[src/design/stl_pkg.sv]
// Shared types, character constants and token helpers for the script token lexer.
// Self-contained; imported by script_token_lexer_unit.
package stl_pkg;

   // Token kinds
   localparam logic [5:0] KIND_LBRACE   = 6'd0;
   localparam logic [5:0] KIND_RBRACE   = 6'd1;
   localparam logic [5:0] KIND_LBRACKET = 6'd2;
   localparam logic [5:0] KIND_RBRACKET = 6'd3;
   localparam logic [5:0] KIND_LPAREN   = 6'd4;
   localparam logic [5:0] KIND_RPAREN   = 6'd5;
   localparam logic [5:0] KIND_PLUS     = 6'd6;
   localparam logic [5:0] KIND_MINUS    = 6'd7;
   localparam logic [5:0] KIND_STAR     = 6'd8;
   localparam logic [5:0] KIND_DIV      = 6'd9;
   localparam logic [5:0] KIND_SEMI     = 6'd10;
   localparam logic [5:0] KIND_COMMA    = 6'd11;
   localparam logic [5:0] KIND_DOT      = 6'd12;
   localparam logic [5:0] KIND_COLON    = 6'd13;
   localparam logic [5:0] KIND_ASSIGN   = 6'd14;
   localparam logic [5:0] KIND_EQ       = 6'd15;
   localparam logic [5:0] KIND_GT       = 6'd16;
   localparam logic [5:0] KIND_GE       = 6'd17;
   localparam logic [5:0] KIND_LT       = 6'd18;
   localparam logic [5:0] KIND_LE       = 6'd19;
   localparam logic [5:0] KIND_AMP      = 6'd20;
   localparam logic [5:0] KIND_BANG     = 6'd21;
   localparam logic [5:0] KIND_NE       = 6'd22;
   localparam logic [5:0] KIND_NUMBER   = 6'd23;
   localparam logic [5:0] KIND_IDENT    = 6'd24;
   localparam logic [5:0] KIND_STRING   = 6'd25;
   localparam logic [5:0] KIND_IF       = 6'd26;
   localparam logic [5:0] KIND_WHILE    = 6'd27;
   localparam logic [5:0] KIND_ELSE     = 6'd28;
   localparam logic [5:0] KIND_FOR      = 6'd29;
   localparam logic [5:0] KIND_RETURN   = 6'd30;
   localparam logic [5:0] KIND_FUNCTION = 6'd31;
   localparam logic [5:0] KIND_UNKNOWN  = 6'd32;
   localparam logic [5:0] KIND_END      = 6'd33;
   localparam logic [5:0] KIND_UNTERM   = 6'd34;

   // Characters with special meaning
   localparam logic [7:0] CH_TAB   = 8'h09;
   localparam logic [7:0] CH_LF    = 8'h0A;
   localparam logic [7:0] CH_CR    = 8'h0D;
   localparam logic [7:0] CH_SPACE = 8'h20;
   localparam logic [7:0] CH_DQUOTE = 8'h22;
   localparam logic [7:0] CH_SQUOTE = 8'h27;
   localparam logic [7:0] CH_SLASH = 8'h2F;
   localparam logic [7:0] CH_BSLASH = 8'h5C;
   localparam logic [7:0] CH_EQUAL = 8'h3D;
   localparam logic [7:0] CH_GT    = 8'h3E;
   localparam logic [7:0] CH_LT    = 8'h3C;
   localparam logic [7:0] CH_BANG  = 8'h21;
   localparam logic [7:0] CH_AMP   = 8'h26;
   localparam logic [7:0] CH_0     = 8'h30;
   localparam logic [7:0] CH_9     = 8'h39;
   localparam logic [7:0] CH_UNDER = 8'h5F;
   localparam logic [7:0] CH_DOLLAR = 8'h24;

   // Keywords: the window holds the first KW_CHARS bytes of an identifier
   localparam int KW_CHARS = 8;
   localparam int KW_COUNT = 6;
   localparam logic [15:0] KW_CHARS_LEN = 16'(KW_CHARS);
   localparam logic [63:0] KW_TEXT [KW_COUNT] = '{
      64'h0000_0000_0000_6966,   // if
      64'h0000_0077_6869_6C65,   // while
      64'h0000_0000_656C_7365,   // else
      64'h0000_0000_0066_6F72,   // for
      64'h0000_7265_7475_726E,   // return
      64'h6675_6E63_7469_6F6E    // function
   };
   localparam logic [15:0] KW_LEN [KW_COUNT] = '{16'd2, 16'd5, 16'd4, 16'd3, 16'd6, 16'd8};
   localparam logic [5:0] KW_KIND [KW_COUNT] = '{
      KIND_IF, KIND_WHILE, KIND_ELSE, KIND_FOR, KIND_RETURN, KIND_FUNCTION
   };

   localparam logic [30:0] VALUE_MAX = 31'h7FFF_FFFF;
   localparam logic [15:0] U16_MAX   = 16'hFFFF;

   localparam int RSP_DATA_WIDTH = 80;
   localparam int QUEUE_DEPTH    = 6;

   typedef enum logic [10:0] {
      MODE_IDLE    = 11'b000_0000_0001,
      MODE_SLASH   = 11'b000_0000_0010,
      MODE_COMMENT = 11'b000_0000_0100,
      MODE_EQ      = 11'b000_0000_1000,
      MODE_GT      = 11'b000_0001_0000,
      MODE_LT      = 11'b000_0010_0000,
      MODE_BANG    = 11'b000_0100_0000,
      MODE_NUMBER  = 11'b000_1000_0000,
      MODE_IDENT   = 11'b001_0000_0000,
      MODE_DSTR    = 11'b010_0000_0000,
      MODE_SSTR    = 11'b100_0000_0000
   } mode_type;

   typedef struct packed {
      logic [5:0]  kind;
      logic [15:0] start;
      logic [15:0] length;
      logic [15:0] line;
      logic [30:0] value;
   } tok_type;

   typedef struct packed {
      logic    valid;
      tok_type tok;
   } cand_type;

   typedef struct packed {
      tok_type tok;
      logic    last;
   } ent_type;

   typedef struct packed {
      logic       hit;
      logic [5:0] kind;
   } punct_type;

   function automatic logic [15:0] sat_inc16(logic [15:0] x);
      return (x == U16_MAX) ? x : x + 16'd1;
   endfunction

   function automatic logic is_digit(logic [7:0] c);
      return (c >= CH_0) && (c <= CH_9);
   endfunction

   function automatic logic is_id_first(logic [7:0] c);
      return ((c >= "a") && (c <= "z")) || ((c >= "A") && (c <= "Z")) ||
             (c == CH_UNDER) || (c == CH_DOLLAR);
   endfunction

   function automatic logic is_space(logic [7:0] c);
      return (c == CH_SPACE) || ((c >= CH_TAB) && (c <= CH_CR));
   endfunction

   // acc * 10 + digit, saturating
   function automatic logic [30:0] mac10(logic [30:0] acc, logic [7:0] c);
      logic [34:0] sum;
      sum = {acc, 3'b000} + {2'b00, acc, 1'b0} + 35'(c - CH_0);
      return (sum > 35'(VALUE_MAX)) ? VALUE_MAX : sum[30:0];
   endfunction

   function automatic punct_type punct_lookup(logic [7:0] c);
      punct_type r;
      r.hit = 1'b1;
      case (c)
         "{": r.kind = KIND_LBRACE;
         "}": r.kind = KIND_RBRACE;
         "[": r.kind = KIND_LBRACKET;
         "]": r.kind = KIND_RBRACKET;
         "(": r.kind = KIND_LPAREN;
         ")": r.kind = KIND_RPAREN;
         "+": r.kind = KIND_PLUS;
         "-": r.kind = KIND_MINUS;
         "*": r.kind = KIND_STAR;
         ";": r.kind = KIND_SEMI;
         ",": r.kind = KIND_COMMA;
         ".": r.kind = KIND_DOT;
         ":": r.kind = KIND_COLON;
         CH_AMP: r.kind = KIND_AMP;
         default: begin
            r.hit  = 1'b0;
            r.kind = KIND_UNKNOWN;
         end
      endcase
      return r;
   endfunction

   function automatic logic [5:0] ident_kind(logic [15:0] len, logic [63:0] win);
      logic [5:0] k;
      k = KIND_IDENT;
      if (len <= KW_CHARS_LEN) begin
         for (int i = 0; i < KW_COUNT; i++) begin
            if ((len == KW_LEN[i]) && (win == KW_TEXT[i])) k = KW_KIND[i];
         end
      end
      return k;
   endfunction

   function automatic logic [5:0] pair_kind(mode_type mode);
      logic [5:0] k;
      case (mode)
         MODE_EQ: k = KIND_EQ;
         MODE_GT: k = KIND_GE;
         MODE_LT: k = KIND_LE;
         default: k = KIND_NE;
      endcase
      return k;
   endfunction

   // Token that the open scan mode yields if the text stops here; line left zero
   function automatic cand_type close_token(mode_type mode, logic [15:0] start,
                                            logic [15:0] len, logic [30:0] acc,
                                            logic [63:0] win);
      cand_type r;
      r = '0;
      r.valid = 1'b1;
      r.tok.start  = start;
      r.tok.length = len;
      unique case (mode)
         MODE_SLASH: begin
            r.tok.kind = KIND_DIV;
            r.tok.length = 16'd1;
         end
         MODE_EQ: begin
            r.tok.kind = KIND_ASSIGN;
            r.tok.length = 16'd1;
         end
         MODE_GT: begin
            r.tok.kind = KIND_GT;
            r.tok.length = 16'd1;
         end
         MODE_LT: begin
            r.tok.kind = KIND_LT;
            r.tok.length = 16'd1;
         end
         MODE_BANG: begin
            r.tok.kind = KIND_BANG;
            r.tok.length = 16'd1;
         end
         MODE_NUMBER: begin
            r.tok.kind  = KIND_NUMBER;
            r.tok.value = acc;
         end
         MODE_IDENT: r.tok.kind = ident_kind(len, win);
         MODE_DSTR, MODE_SSTR: r.tok.kind = KIND_UNTERM;
         default: r.valid = 1'b0;
      endcase
      return r;
   endfunction

endpackage

[src/design/script_token_lexer_unit.sv]
// Script token lexer: takes source text a byte per transaction and emits tokens by span.
// Depends on stl_pkg for token types, character constants and lookup functions.
// A token enters the registered result queue on the byte transaction that closes it.
// Throughput: one byte per cycle while the result queue has room for three tokens;
// results drain at one per cycle while rsp_tready is high; a byte can close up to three tokens.
// Reset: synchronous, clears the scan state, position (0), line count (1) and the queue.
module script_token_lexer_unit
   import stl_pkg::*;
#(
   parameter int POSITION_WIDTH = 16
) (
   input  logic                      clock,
   input  logic                      reset,
   input  logic                      req_tvalid,
   output logic                      req_tready,
   input  logic [7:0]                req_tdata,   // [7:0] text_byte
   input  logic                      req_tlast,   // final_byte
   output logic                      rsp_tvalid,
   input  logic                      rsp_tready,
   output logic [RSP_DATA_WIDTH-1:0] rsp_tdata,   // [15:0] token_start, [31:16] token_length,
                                                  // [47:32] line_number, [78:48] number_value,
                                                  // [79] zero
   output logic [5:0]                rsp_tuser,   // [5:0] token_kind
   output logic                      rsp_tlast    // run_last
);

   localparam logic [2:0] READY_LIMIT = 3'(QUEUE_DEPTH - 3);
   localparam logic [POSITION_WIDTH-1:0] POS_MAX = '1;

   // Scan state
   mode_type                  mode_ff,  mode_in;
   logic [POSITION_WIDTH-1:0] pos_ff,   pos_in;
   logic [15:0]               line_ff,  line_in;
   logic [15:0]               start_ff, start_in;
   logic [15:0]               len_ff,   len_in;
   logic [30:0]               acc_ff,   acc_in;
   logic [63:0]               win_ff,   win_in;
   logic                      esc_ff,   esc_in;

   // Result queue, head at entry zero
   ent_type [QUEUE_DEPTH-1:0] q_ff, q_in;
   logic [2:0]                cnt_ff, cnt_in;

   logic req_take, rsp_take;

   // Intermediate values of the per-byte pass
   mode_type    mode1, mode2;
   logic [15:0] len1, len2, line1, line2, start2;
   logic [30:0] acc1, acc2;
   logic [63:0] win1, win2;
   logic        esc1, esc2;
   logic        again;
   cand_type    close_a, close_c, tok_a, tok_b, tok_c, tok_e;
   cand_type    cand [3];
   ent_type     new_q [3];
   logic [1:0]  new_cnt;
   punct_type   punct;
   logic [POSITION_WIDTH-1:0] end_pos;
   logic [POSITION_WIDTH+15:0] pos_ext, end_ext;
   logic [15:0] pos16, end16;
   logic [7:0]  c;

   assign req_tready = (cnt_ff <= READY_LIMIT);
   assign req_take   = req_tvalid & req_tready;
   assign rsp_tvalid = (cnt_ff != 3'd0);
   assign rsp_take   = rsp_tvalid & rsp_tready;

   assign rsp_tdata = {1'b0, q_ff[0].tok.value, q_ff[0].tok.line,
                       q_ff[0].tok.length, q_ff[0].tok.start};
   assign rsp_tuser = q_ff[0].tok.kind;
   assign rsp_tlast = q_ff[0].last;

   // Byte positions; token_start shows the low 16 bits, saturating at the top
   assign end_pos = (pos_ff == POS_MAX) ? pos_ff : pos_ff + POSITION_WIDTH'(1);
   assign pos_ext = {16'd0, pos_ff};
   assign end_ext = {16'd0, end_pos};
   assign pos16   = pos_ext[15:0];
   assign end16   = end_ext[15:0];

   assign c     = req_tdata;
   assign punct = punct_lookup(c);

   // Lexer pass: continue the open token, rescan the byte from idle, then close on final byte
   always_comb begin
      mode1 = mode_ff;
      len1  = len_ff;
      acc1  = acc_ff;
      win1  = win_ff;
      esc1  = esc_ff;
      line1 = line_ff;
      again = 1'b0;
      tok_a = '0;
      close_a = close_token(mode_ff, start_ff, len_ff, acc_ff, win_ff);

      unique case (mode_ff)
         MODE_SLASH: begin
            if (c == CH_SLASH) begin
               mode1 = MODE_COMMENT;
            end else begin
               tok_a = close_a;
               again = 1'b1;
            end
         end
         MODE_COMMENT: begin
            // an LF ends the comment and counts a line
            if (c == CH_LF) begin
               line1 = sat_inc16(line_ff);
               mode1 = MODE_IDLE;
            end
         end
         MODE_EQ, MODE_GT, MODE_LT, MODE_BANG: begin
            if (c == CH_EQUAL) begin
               tok_a.valid      = 1'b1;
               tok_a.tok.kind   = pair_kind(mode_ff);
               tok_a.tok.start  = start_ff;
               tok_a.tok.length = 16'd2;
               mode1 = MODE_IDLE;
            end else begin
               tok_a = close_a;
               again = 1'b1;
            end
         end
         MODE_NUMBER: begin
            if (is_digit(c)) begin
               acc1 = mac10(acc_ff, c);
               len1 = sat_inc16(len_ff);
            end else begin
               tok_a = close_a;
               again = 1'b1;
            end
         end
         MODE_IDENT: begin
            if (is_id_first(c) || is_digit(c)) begin
               // keep only the first bytes for keyword matching
               if (len_ff < KW_CHARS_LEN) win1 = {win_ff[55:0], c};
               len1 = sat_inc16(len_ff);
            end else begin
               tok_a = close_a;
               again = 1'b1;
            end
         end
         MODE_DSTR, MODE_SSTR: begin
            len1 = sat_inc16(len_ff);
            if (esc_ff) begin
               esc1 = 1'b0;
            end else if (c == CH_BSLASH) begin
               esc1 = 1'b1;
            end else if (c == ((mode_ff == MODE_DSTR) ? CH_DQUOTE : CH_SQUOTE)) begin
               tok_a.valid      = 1'b1;
               tok_a.tok.kind   = KIND_STRING;
               tok_a.tok.start  = start_ff;
               tok_a.tok.length = len1;
               mode1 = MODE_IDLE;
            end
         end
         default: begin
            again = 1'b1;
         end
      endcase
      if (again) mode1 = MODE_IDLE;
      tok_a.tok.line = line_ff;

      // rescan the byte from idle
      mode2  = mode1;
      len2   = len1;
      acc2   = acc1;
      win2   = win1;
      esc2   = esc1;
      line2  = line1;
      start2 = start_ff;
      tok_b  = '0;
      tok_b.tok.start  = pos16;
      tok_b.tok.length = 16'd1;
      tok_b.tok.line   = line_ff;
      if (again) begin
         if (is_space(c)) begin
            if (c == CH_LF) line2 = sat_inc16(line1);
         end else if (c == CH_SLASH) begin
            mode2 = MODE_SLASH;
         end else if (punct.hit) begin
            tok_b.valid    = 1'b1;
            tok_b.tok.kind = punct.kind;
         end else if (c == CH_EQUAL) begin
            mode2 = MODE_EQ;
         end else if (c == CH_GT) begin
            mode2 = MODE_GT;
         end else if (c == CH_LT) begin
            mode2 = MODE_LT;
         end else if (c == CH_BANG) begin
            mode2 = MODE_BANG;
         end else if (is_digit(c)) begin
            mode2 = MODE_NUMBER;
            acc2  = 31'(c - CH_0);
         end else if (is_id_first(c)) begin
            mode2 = MODE_IDENT;
            win2  = {56'd0, c};
         end else if ((c == CH_DQUOTE) || (c == CH_SQUOTE)) begin
            mode2 = (c == CH_DQUOTE) ? MODE_DSTR : MODE_SSTR;
            esc2  = 1'b0;
         end else begin
            tok_b.valid    = 1'b1;
            tok_b.tok.kind = KIND_UNKNOWN;
         end
         // any token opened here starts at this byte
         if (mode2 != MODE_IDLE) begin
            start2 = pos16;
            len2   = 16'd1;
         end
      end

      // final byte: close what is open, then the end token on the updated line
      close_c = close_token(mode2, start2, len2, acc2, win2);
      tok_c = req_tlast ? close_c : '0;
      tok_c.tok.line = line_ff;
      tok_e = '0;
      tok_e.valid     = req_tlast;
      tok_e.tok.kind  = KIND_END;
      tok_e.tok.start = end16;
      tok_e.tok.line  = line2;
   end

   // Pack the candidates in order; the rescan token and the final close never coexist
   always_comb begin
      logic [1:0] idx;
      cand[0] = tok_a;
      cand[1] = tok_b.valid ? tok_b : tok_c;
      cand[2] = tok_e;
      idx = 2'd0;
      for (int k = 0; k < 3; k++) begin
         new_q[k] = '0;
      end
      for (int k = 0; k < 3; k++) begin
         if (cand[k].valid) begin
            new_q[idx].tok  = cand[k].tok;
            new_q[idx].last = (k == 0) ? !cand[1].valid && !cand[2].valid :
                              (k == 1) ? !cand[2].valid : 1'b1;
            idx = idx + 2'd1;
         end
      end
      new_cnt = idx;
   end

   // Queue update: shift on a drained transaction, append the new tokens behind
   always_comb begin
      logic [2:0]                base;
      logic [2:0]                off;
      ent_type [QUEUE_DEPTH-1:0] shifted;
      base    = cnt_ff - {2'b00, rsp_take};
      shifted = rsp_take ? {ent_type'('0), q_ff[QUEUE_DEPTH-1:1]} : q_ff;
      for (int i = 0; i < QUEUE_DEPTH; i++) begin
         off = 3'(i) - base;
         if (3'(i) < base) begin
            q_in[i] = shifted[i];
         end else if (req_take && (off < {1'b0, new_cnt})) begin
            q_in[i] = new_q[off[1:0]];
         end else begin
            q_in[i] = q_ff[i];
         end
      end
      cnt_in = base + (req_take ? {1'b0, new_cnt} : 3'd0);
   end

   // Next scan state; the final byte returns everything to its reset value
   always_comb begin
      mode_in  = mode_ff;
      pos_in   = pos_ff;
      line_in  = line_ff;
      start_in = start_ff;
      len_in   = len_ff;
      acc_in   = acc_ff;
      win_in   = win_ff;
      esc_in   = esc_ff;
      if (req_take) begin
         if (req_tlast) begin
            mode_in  = MODE_IDLE;
            pos_in   = '0;
            line_in  = 16'd1;
            start_in = 16'd0;
            len_in   = 16'd0;
            acc_in   = 31'd0;
            win_in   = 64'd0;
            esc_in   = 1'b0;
         end else begin
            mode_in  = mode2;
            pos_in   = end_pos;
            line_in  = line2;
            start_in = start2;
            len_in   = len2;
            acc_in   = acc2;
            win_in   = win2;
            esc_in   = esc2;
         end
      end
   end

   always_ff @(posedge clock) begin
      if (reset) begin
         mode_ff  <= MODE_IDLE;
         pos_ff   <= '0;
         line_ff  <= 16'd1;
         start_ff <= 16'd0;
         len_ff   <= 16'd0;
         acc_ff   <= 31'd0;
         win_ff   <= 64'd0;
         esc_ff   <= 1'b0;
         cnt_ff   <= 3'd0;
      end else begin
         mode_ff  <= mode_in;
         pos_ff   <= pos_in;
         line_ff  <= line_in;
         start_ff <= start_in;
         len_ff   <= len_in;
         acc_ff   <= acc_in;
         win_ff   <= win_in;
         esc_ff   <= esc_in;
         cnt_ff   <= cnt_in;
      end
   end

   // Queue payload, no reset needed
   always_ff @(posedge clock) begin
      q_ff <= q_in;
   end

endmodule

[config.mk]
export PLATFORM = sky130hd
export DESIGN_NAME = script_token_lexer_unit
export DESIGN_NICKNAME = d
export VERILOG_FILES = /design/src/design/stl_pkg.sv /design/src/design/script_token_lexer_unit.sv
export SDC_FILE = /design/constraint.sdc
export NUM_CORES = 2
export LEC_CHECK = 0
export CORE_MARGIN = 10
export CORE_UTILIZATION = 62
export DETAILED_ROUTE_END_ITERATION = 10
export DONT_BUFFER_PORTS = 1
export PLACE_DENSITY = 0.79
export SYNTH_ARGS = -nofsm -noshare
export SYNTH_HDL_FRONTEND = slang
export SYNTH_SLANG_ARGS = --single-unit
[constraint.sdc]
create_clock -name clock -period 28.6 [get_ports clock]
set_input_delay 4.29 -clock clock [delete_from_list [all_inputs] [get_ports clock]]
set_output_delay 4.29 -clock clock [all_outputs]
set_load 0.01 [all_outputs]
# Yosys cells after proc, flatten, opt, wreduce, memory -nomap -nowiden
# Index checks and enable logic that the tools add are counted.
# word_totals
ff_bits	690
in_bits	13
output_inout_bits	89
word_cells	432
# classes
add_sub_neg	18
n_lt_le_gt_ge	35
n_eq_ne	81
muxes	188
n_bitwise	10
reduce_logical	55
# op_table
op	count
86-bit two-way mux	32
86-bit binary-select mux with 2-bit select	6
258-bit bitwise mux	4
64-bit two-way mux	14
86-bit demux with 2-bit select	4
258-bit two-way mux	2
516-bit two-way mux	1
31-bit two-way mux	16
16-bit two-way mux	21
11-bit two-way mux	21
39-bit one-hot mux with 5 select lines	1
39-bit two-way mux	4
8-bit by 6-bit == test with 1-bit output, second input constant	19
64-bit by 15-bit == test with 1-bit output, second input constant	2
64-bit by 23-bit == test with 1-bit output, second input constant	2
64-bit by 31-bit == test with 1-bit output, second input constant	2
64-bit by 39-bit == test with 1-bit output, second input constant	2
64-bit by 47-bit == test with 1-bit output, second input constant	2
64-bit by 63-bit == test with 1-bit output, second input constant	2
31-bit one-hot mux with 4 select lines	1
16-bit by 3-bit == test with 1-bit output, second input constant	6
6-bit one-hot mux with 14 select lines	1
7-bit two-way mux	11
6-bit two-way mux	12
68 further kinds	199

# Logic depth before layout (Yosys ltp)
# depth
depth_word	49
mapped_depth	24
ltp_nobuf	20

# Worst setup path before layout
# No wires, ideal clock.
# synth_path
kind	input port to flip-flop
start	in req_tdata[4]
end	reg q_ff[430] (netlist name) (enable)
setup_time_ns	0.649
arrival_ns	15.150
required_time_ns	27.951
path_slack_ns	12.801
path_stages	23
n_path_buf	4
path_cell_list	inv_1 ha_1 or3b_4 or4_4 o211a_1 buf_6 a211o_1 a211oi_2 a21oi_1 nand4_1 o21ai_2 nand2_1 inv_1 buf_2 ha_1 nand2_1 clkbuf_1 buf_1 o21ai_0 ha_1 a211oi_1 nand2_1 o21ai_0
# synth_via
elab_chain_len	33
elab_cells_between_ends	114
cone_classes	add/sub (2); order compare (9); eq/ne (36); mux (52); reduce/logical (15)
# synth_lines
element	line_no	rtl
from (decl)	script_token_lexer_unit.sv:16	input logic [7:0] req_tdata,
8-bit by 7-bit >= comparator with 1-bit output or 8-bit by 7-bit <= comparator with 1-bit output (tied branches)	stl_pkg.sv:130	return ((c >= "a") && (c <= "z")) || ((c >= "A") && (c <= "Z")) ||
1-bit logical AND	stl_pkg.sv:130	
1-bit logical OR (2 in a row)	stl_pkg.sv:130	
1-bit logical OR	stl_pkg.sv:131	(c == CH_UNDER) || (c == CH_DOLLAR);
1-bit logical OR	script_token_lexer_unit.sv:133	if (is_id_first(c) || is_digit(c)) begin
1-bit two-way mux	script_token_lexer_unit.sv:133	
1-bit one-hot mux with 5 select lines	script_token_lexer_unit.sv:95	unique case (mode_ff)
11-bit two-way mux	script_token_lexer_unit.sv:160	if (again) mode1 = MODE_IDLE;
[... 16 more ...]	-	
86-bit two-way mux	script_token_lexer_unit.sv:226	cand[1] = tok_b.valid ? tok_b : tok_c;
2-bit two-way mux (*)	script_token_lexer_unit.sv:233	if (cand[k].valid) begin
2-bit by 1-bit adder with 2-bit output	script_token_lexer_unit.sv:237	idx = idx + 2'd1;
2-bit two-way mux (*)	script_token_lexer_unit.sv:233	
3-bit by 2-bit less-than comparator with 1-bit output (*)	script_token_lexer_unit.sv:254	end else if (req_take && (off < {1'b0, new_cnt})) begin
1-bit logical AND (*)	script_token_lexer_unit.sv:254	
2-bit nonzero test (no line) (*)	-	
2-bit AND reduction (no line) (*)	-	
to (signal assigned)	script_token_lexer_unit.sv:322	q_ff <= q_in;
to (decl)	script_token_lexer_unit.sv:41	ent_type [QUEUE_DEPTH-1:0] q_ff, q_in;
# Mark *: on every way between the ends. The rest lies on a longest branch, timed or not. The select of a mux whose other input is x is not followed.
# A chain may end at the register's enable or synchronous reset.

==> reports/metrics.cfg <==
[floorplanning]
placementRows=93
die_y_microns=275.5
initial_core_util_pct=62.67
die-area_sq_um=75890
die_w_microns=275.5
pin_count=102
core_sq_um=64580

[sta]
min_period_ps=11360
fin_setup_tns_ps=0
fin_crit_sh_pct=39.72
drv_slew=0
tightestPinTransition_ps=1357
setup_viol=0
fmax_mhz=88.03
whs_ps=507.8
rsz0062_at_grt=no
fin_worst_skew_ps=31.71
slew_headroom_pct=8.554
hold_violations=0

[clock_network]
cts.repair.resized=0
ctsHoldBuffers=0
htree_num_levels=3
cts_tree=built
cts.sinks=690
clk_pin_slew_ps=60
clk-insertion-delay-late_ps=640
cts_buffers=73
ctsRootBufferMaster=clkbuf_16
clockBufferDepth=3
post_cts_buffers=0

[logic_synthesis]
yosys_register_bits=690
synth_most_common_cell=edfxtp_1
postSynthCellCount=4228
yosysTopAreaCellShare_pct=38.29
yosys-top-cells-count=edfxtp_1 (516), nand2_1 (471), nor2_1 (392)
ys_warn_count=0
synth_area_sq_um=40470
synthesis.nets=4336
synth-main-ff-cell=edfxtp_1
netlist_top_cells_area=edfxtp_1 (38%), dfxtp_1 (8.6%), nand2_1 (4.4%)
synth-edff-count=516
synth.distinct_cells=109
ys_async_sr_fraction_pct=0
avgSynthCellArea_sq_um=9.572
yosysTopAreaCell=edfxtp_1
yosysSeqAreaShare_pct=46.89

[setup_path]
cpMaxStageDelayCell=o21ai_1
crit_family=compound AO/OA/AOI/OAI gates
path_buf_inv=4
crit_chain=inv_1 -> ha_1 -> or3b_4 -> or4_4 -> o211a_1 -> a211o_1 -> a211oi_2 -> a21oi_1 -> nand4_1 -> o21ai_2 -> buf_4 -> nand2_1 -> inv_1 -> ha_1 -> nand2_2 -> buf_4 -> nand2_1 -> a211oi_2 -> nand2_1 -> o21ai_1 -> a221o_1
end_kind=register
r2r_cells=19
cp-start-kind=primary input
cp.arrival_ps=11840
path_depth=21
critical_path.most_common_cell=nand2_1
cp_max_fo=61
crit_required_ps=29080
critPathMaxStageDelay_ps=710
critPathKind=primary input to register

[routing]
routed_via_density=7.398
dr.pass1.iters=7
antenna_left=0
drtIter0Drc=5887
vias=36150
drcViolationCount=0
wirelength_mm=134.6
wl_per_cell_microns=27.55

[power_and_ir_drop]
power_density_nw_per_um2=133.3
p_sw_share_pct=46.90
power_frac_clock_pct=16.9
pwr-share-seq_pct=34.6
p_leak_nw=14.32
ir_drop_v=0.0002997
switchingPower_mw=2.679
intPower_mw=3.033
power_frac_comb_pct=48.5

[final_layout]
stdcell_area_sq_um=42840
drive_above_1_share_pct=7.963
multi_input_area_sq_um=19490
seqCellArea_sq_um=18980
num-fill-cells=4956
area_growth_pct=5.859
nNetsFinal=4082

[placement]
io_buffer_count=0
place_area_sq_um=40420
routabilityCongestion=1.018
dp_hpwl_mm=87.84

[global_routing]
gr-usage-all-layers_pct=34.42
antenna_found_initial=1
grt_pass1_wl_mm=203.6
grt-ovfl-total=0
grt_max_degree=168
grt_pass1_vias=33840

[worst_hold_path]
hold_path.class=register to register
hold_depth=2

[flow_run]
maxCapViolCount=0

[run_status]
outcome=finished, final reports clean

-- worst paths after layout --
check / from / to / slack (ps)
setup / recovery: req_tdata[4] / q_ff[267]$_DFFE_PP_ / 17240
hold / removal: win_ff[60]$_SDFFE_PP0P_ / win_ff[60]$_SDFFE_PP0P_ / 510
setup reg to reg: mode_ff[3]$_SDFFE_PP0P_ / q_ff[267]$_DFFE_PP_ / 20520
hold reg to reg: win_ff[60]$_SDFFE_PP0P_ / win_ff[60]$_SDFFE_PP0P_ / 510
-- worst min-delay path, delay by kind of cell, from the launching register on --
family	cells	cell delay [ps]
simple gates	1	80
flops	1	320
compound gates	1	80
-- routing by layer --
metal	track usage [%]	part of all wire, %	vias up
li1	-	-	15560
met1	45.78	37	17210
met2	52.44	44	2876
met3	8.161	14	512
met4	16.81	5.1	0
met5	0	0	-
-- per-stage QoR --
stage	std cells	total power [mW]	worst slack, ps	util (%)
2_1_floorplan	4228	3.802	12800	-
5_1_grt	4887	5.868	16940	66.34
6_report	4887	5.711	17240	66.34
3_3_place_gp	4754	4.533	17070	62.59
4_1_cts	4886	5.582	17490	66.33
3_5_place_dp	4754	4.621	16870	62.59
-- cell type report --
type | count | share of cell area [%]
Multi-Input combinational cell | 3052 | 45.50
Sequential cell | 690 | 44.30
Clock buffer | 94 | 4.664
Tap cell | 855 | 2.497
Timing Repair Buffer | 78 | 1.367
Clock inverter | 38 | 0.9725
Inverter | 79 | 0.6922
Antenna cell | 1 | 0.005841
-- flip-flops by register name, summed over array words and instances (netlist names) --
register and flops:
cnt_ff 3, rsp_tuser 6, start_ff 16, q_ff 430
mode_ff 11, esc_ff 1, win_ff 64, len_ff 16
rsp_tdata 79, line_ff 16, pos16 16, rsp_tlast 1
acc_ff 31
-- logic make-up after synthesis --
kind of cell / synth area share, %
flops: 46.89
other cells: 0.009266
xor+xnor: 1.385
simple gates: 16.86
buf+inv: 5.460
compound gates: 23.89
fa+ha+maj: 3.512
mux: 1.991
-- cell usage in the layout, fill, tap and decap left out, types with 55 or more instances in the layout --
cell         n
edfxtp_1   516
a22oi_1    167
o22ai_1     55
nor2_1     389
o31ai_1     58
nor3_1     108
a31oi_1     69
buf_4       78
a22o_1      61
mux2i_1     58
nand3_1     90
clkbuf_16   75
nand2_1    467
o21ai_0    244
ha_1        62
a21oi_1    232
o221ai_1    95
dfxtp_1    174
inv_1       74
-- power groups by stage --
stage                     combinational (mW)  sequential [mW]  clock [mW]
final                                   2.77             1.98       0.966
after global routing                    2.86             2.00        1.01
after CTS                               2.64             1.98       0.966
after detailed placement                2.63             1.99           0
after global placement                  2.55             1.98           0
after floorplan                         1.77             2.03           0
Note: power is estimated with default switching activity, not from simulation.
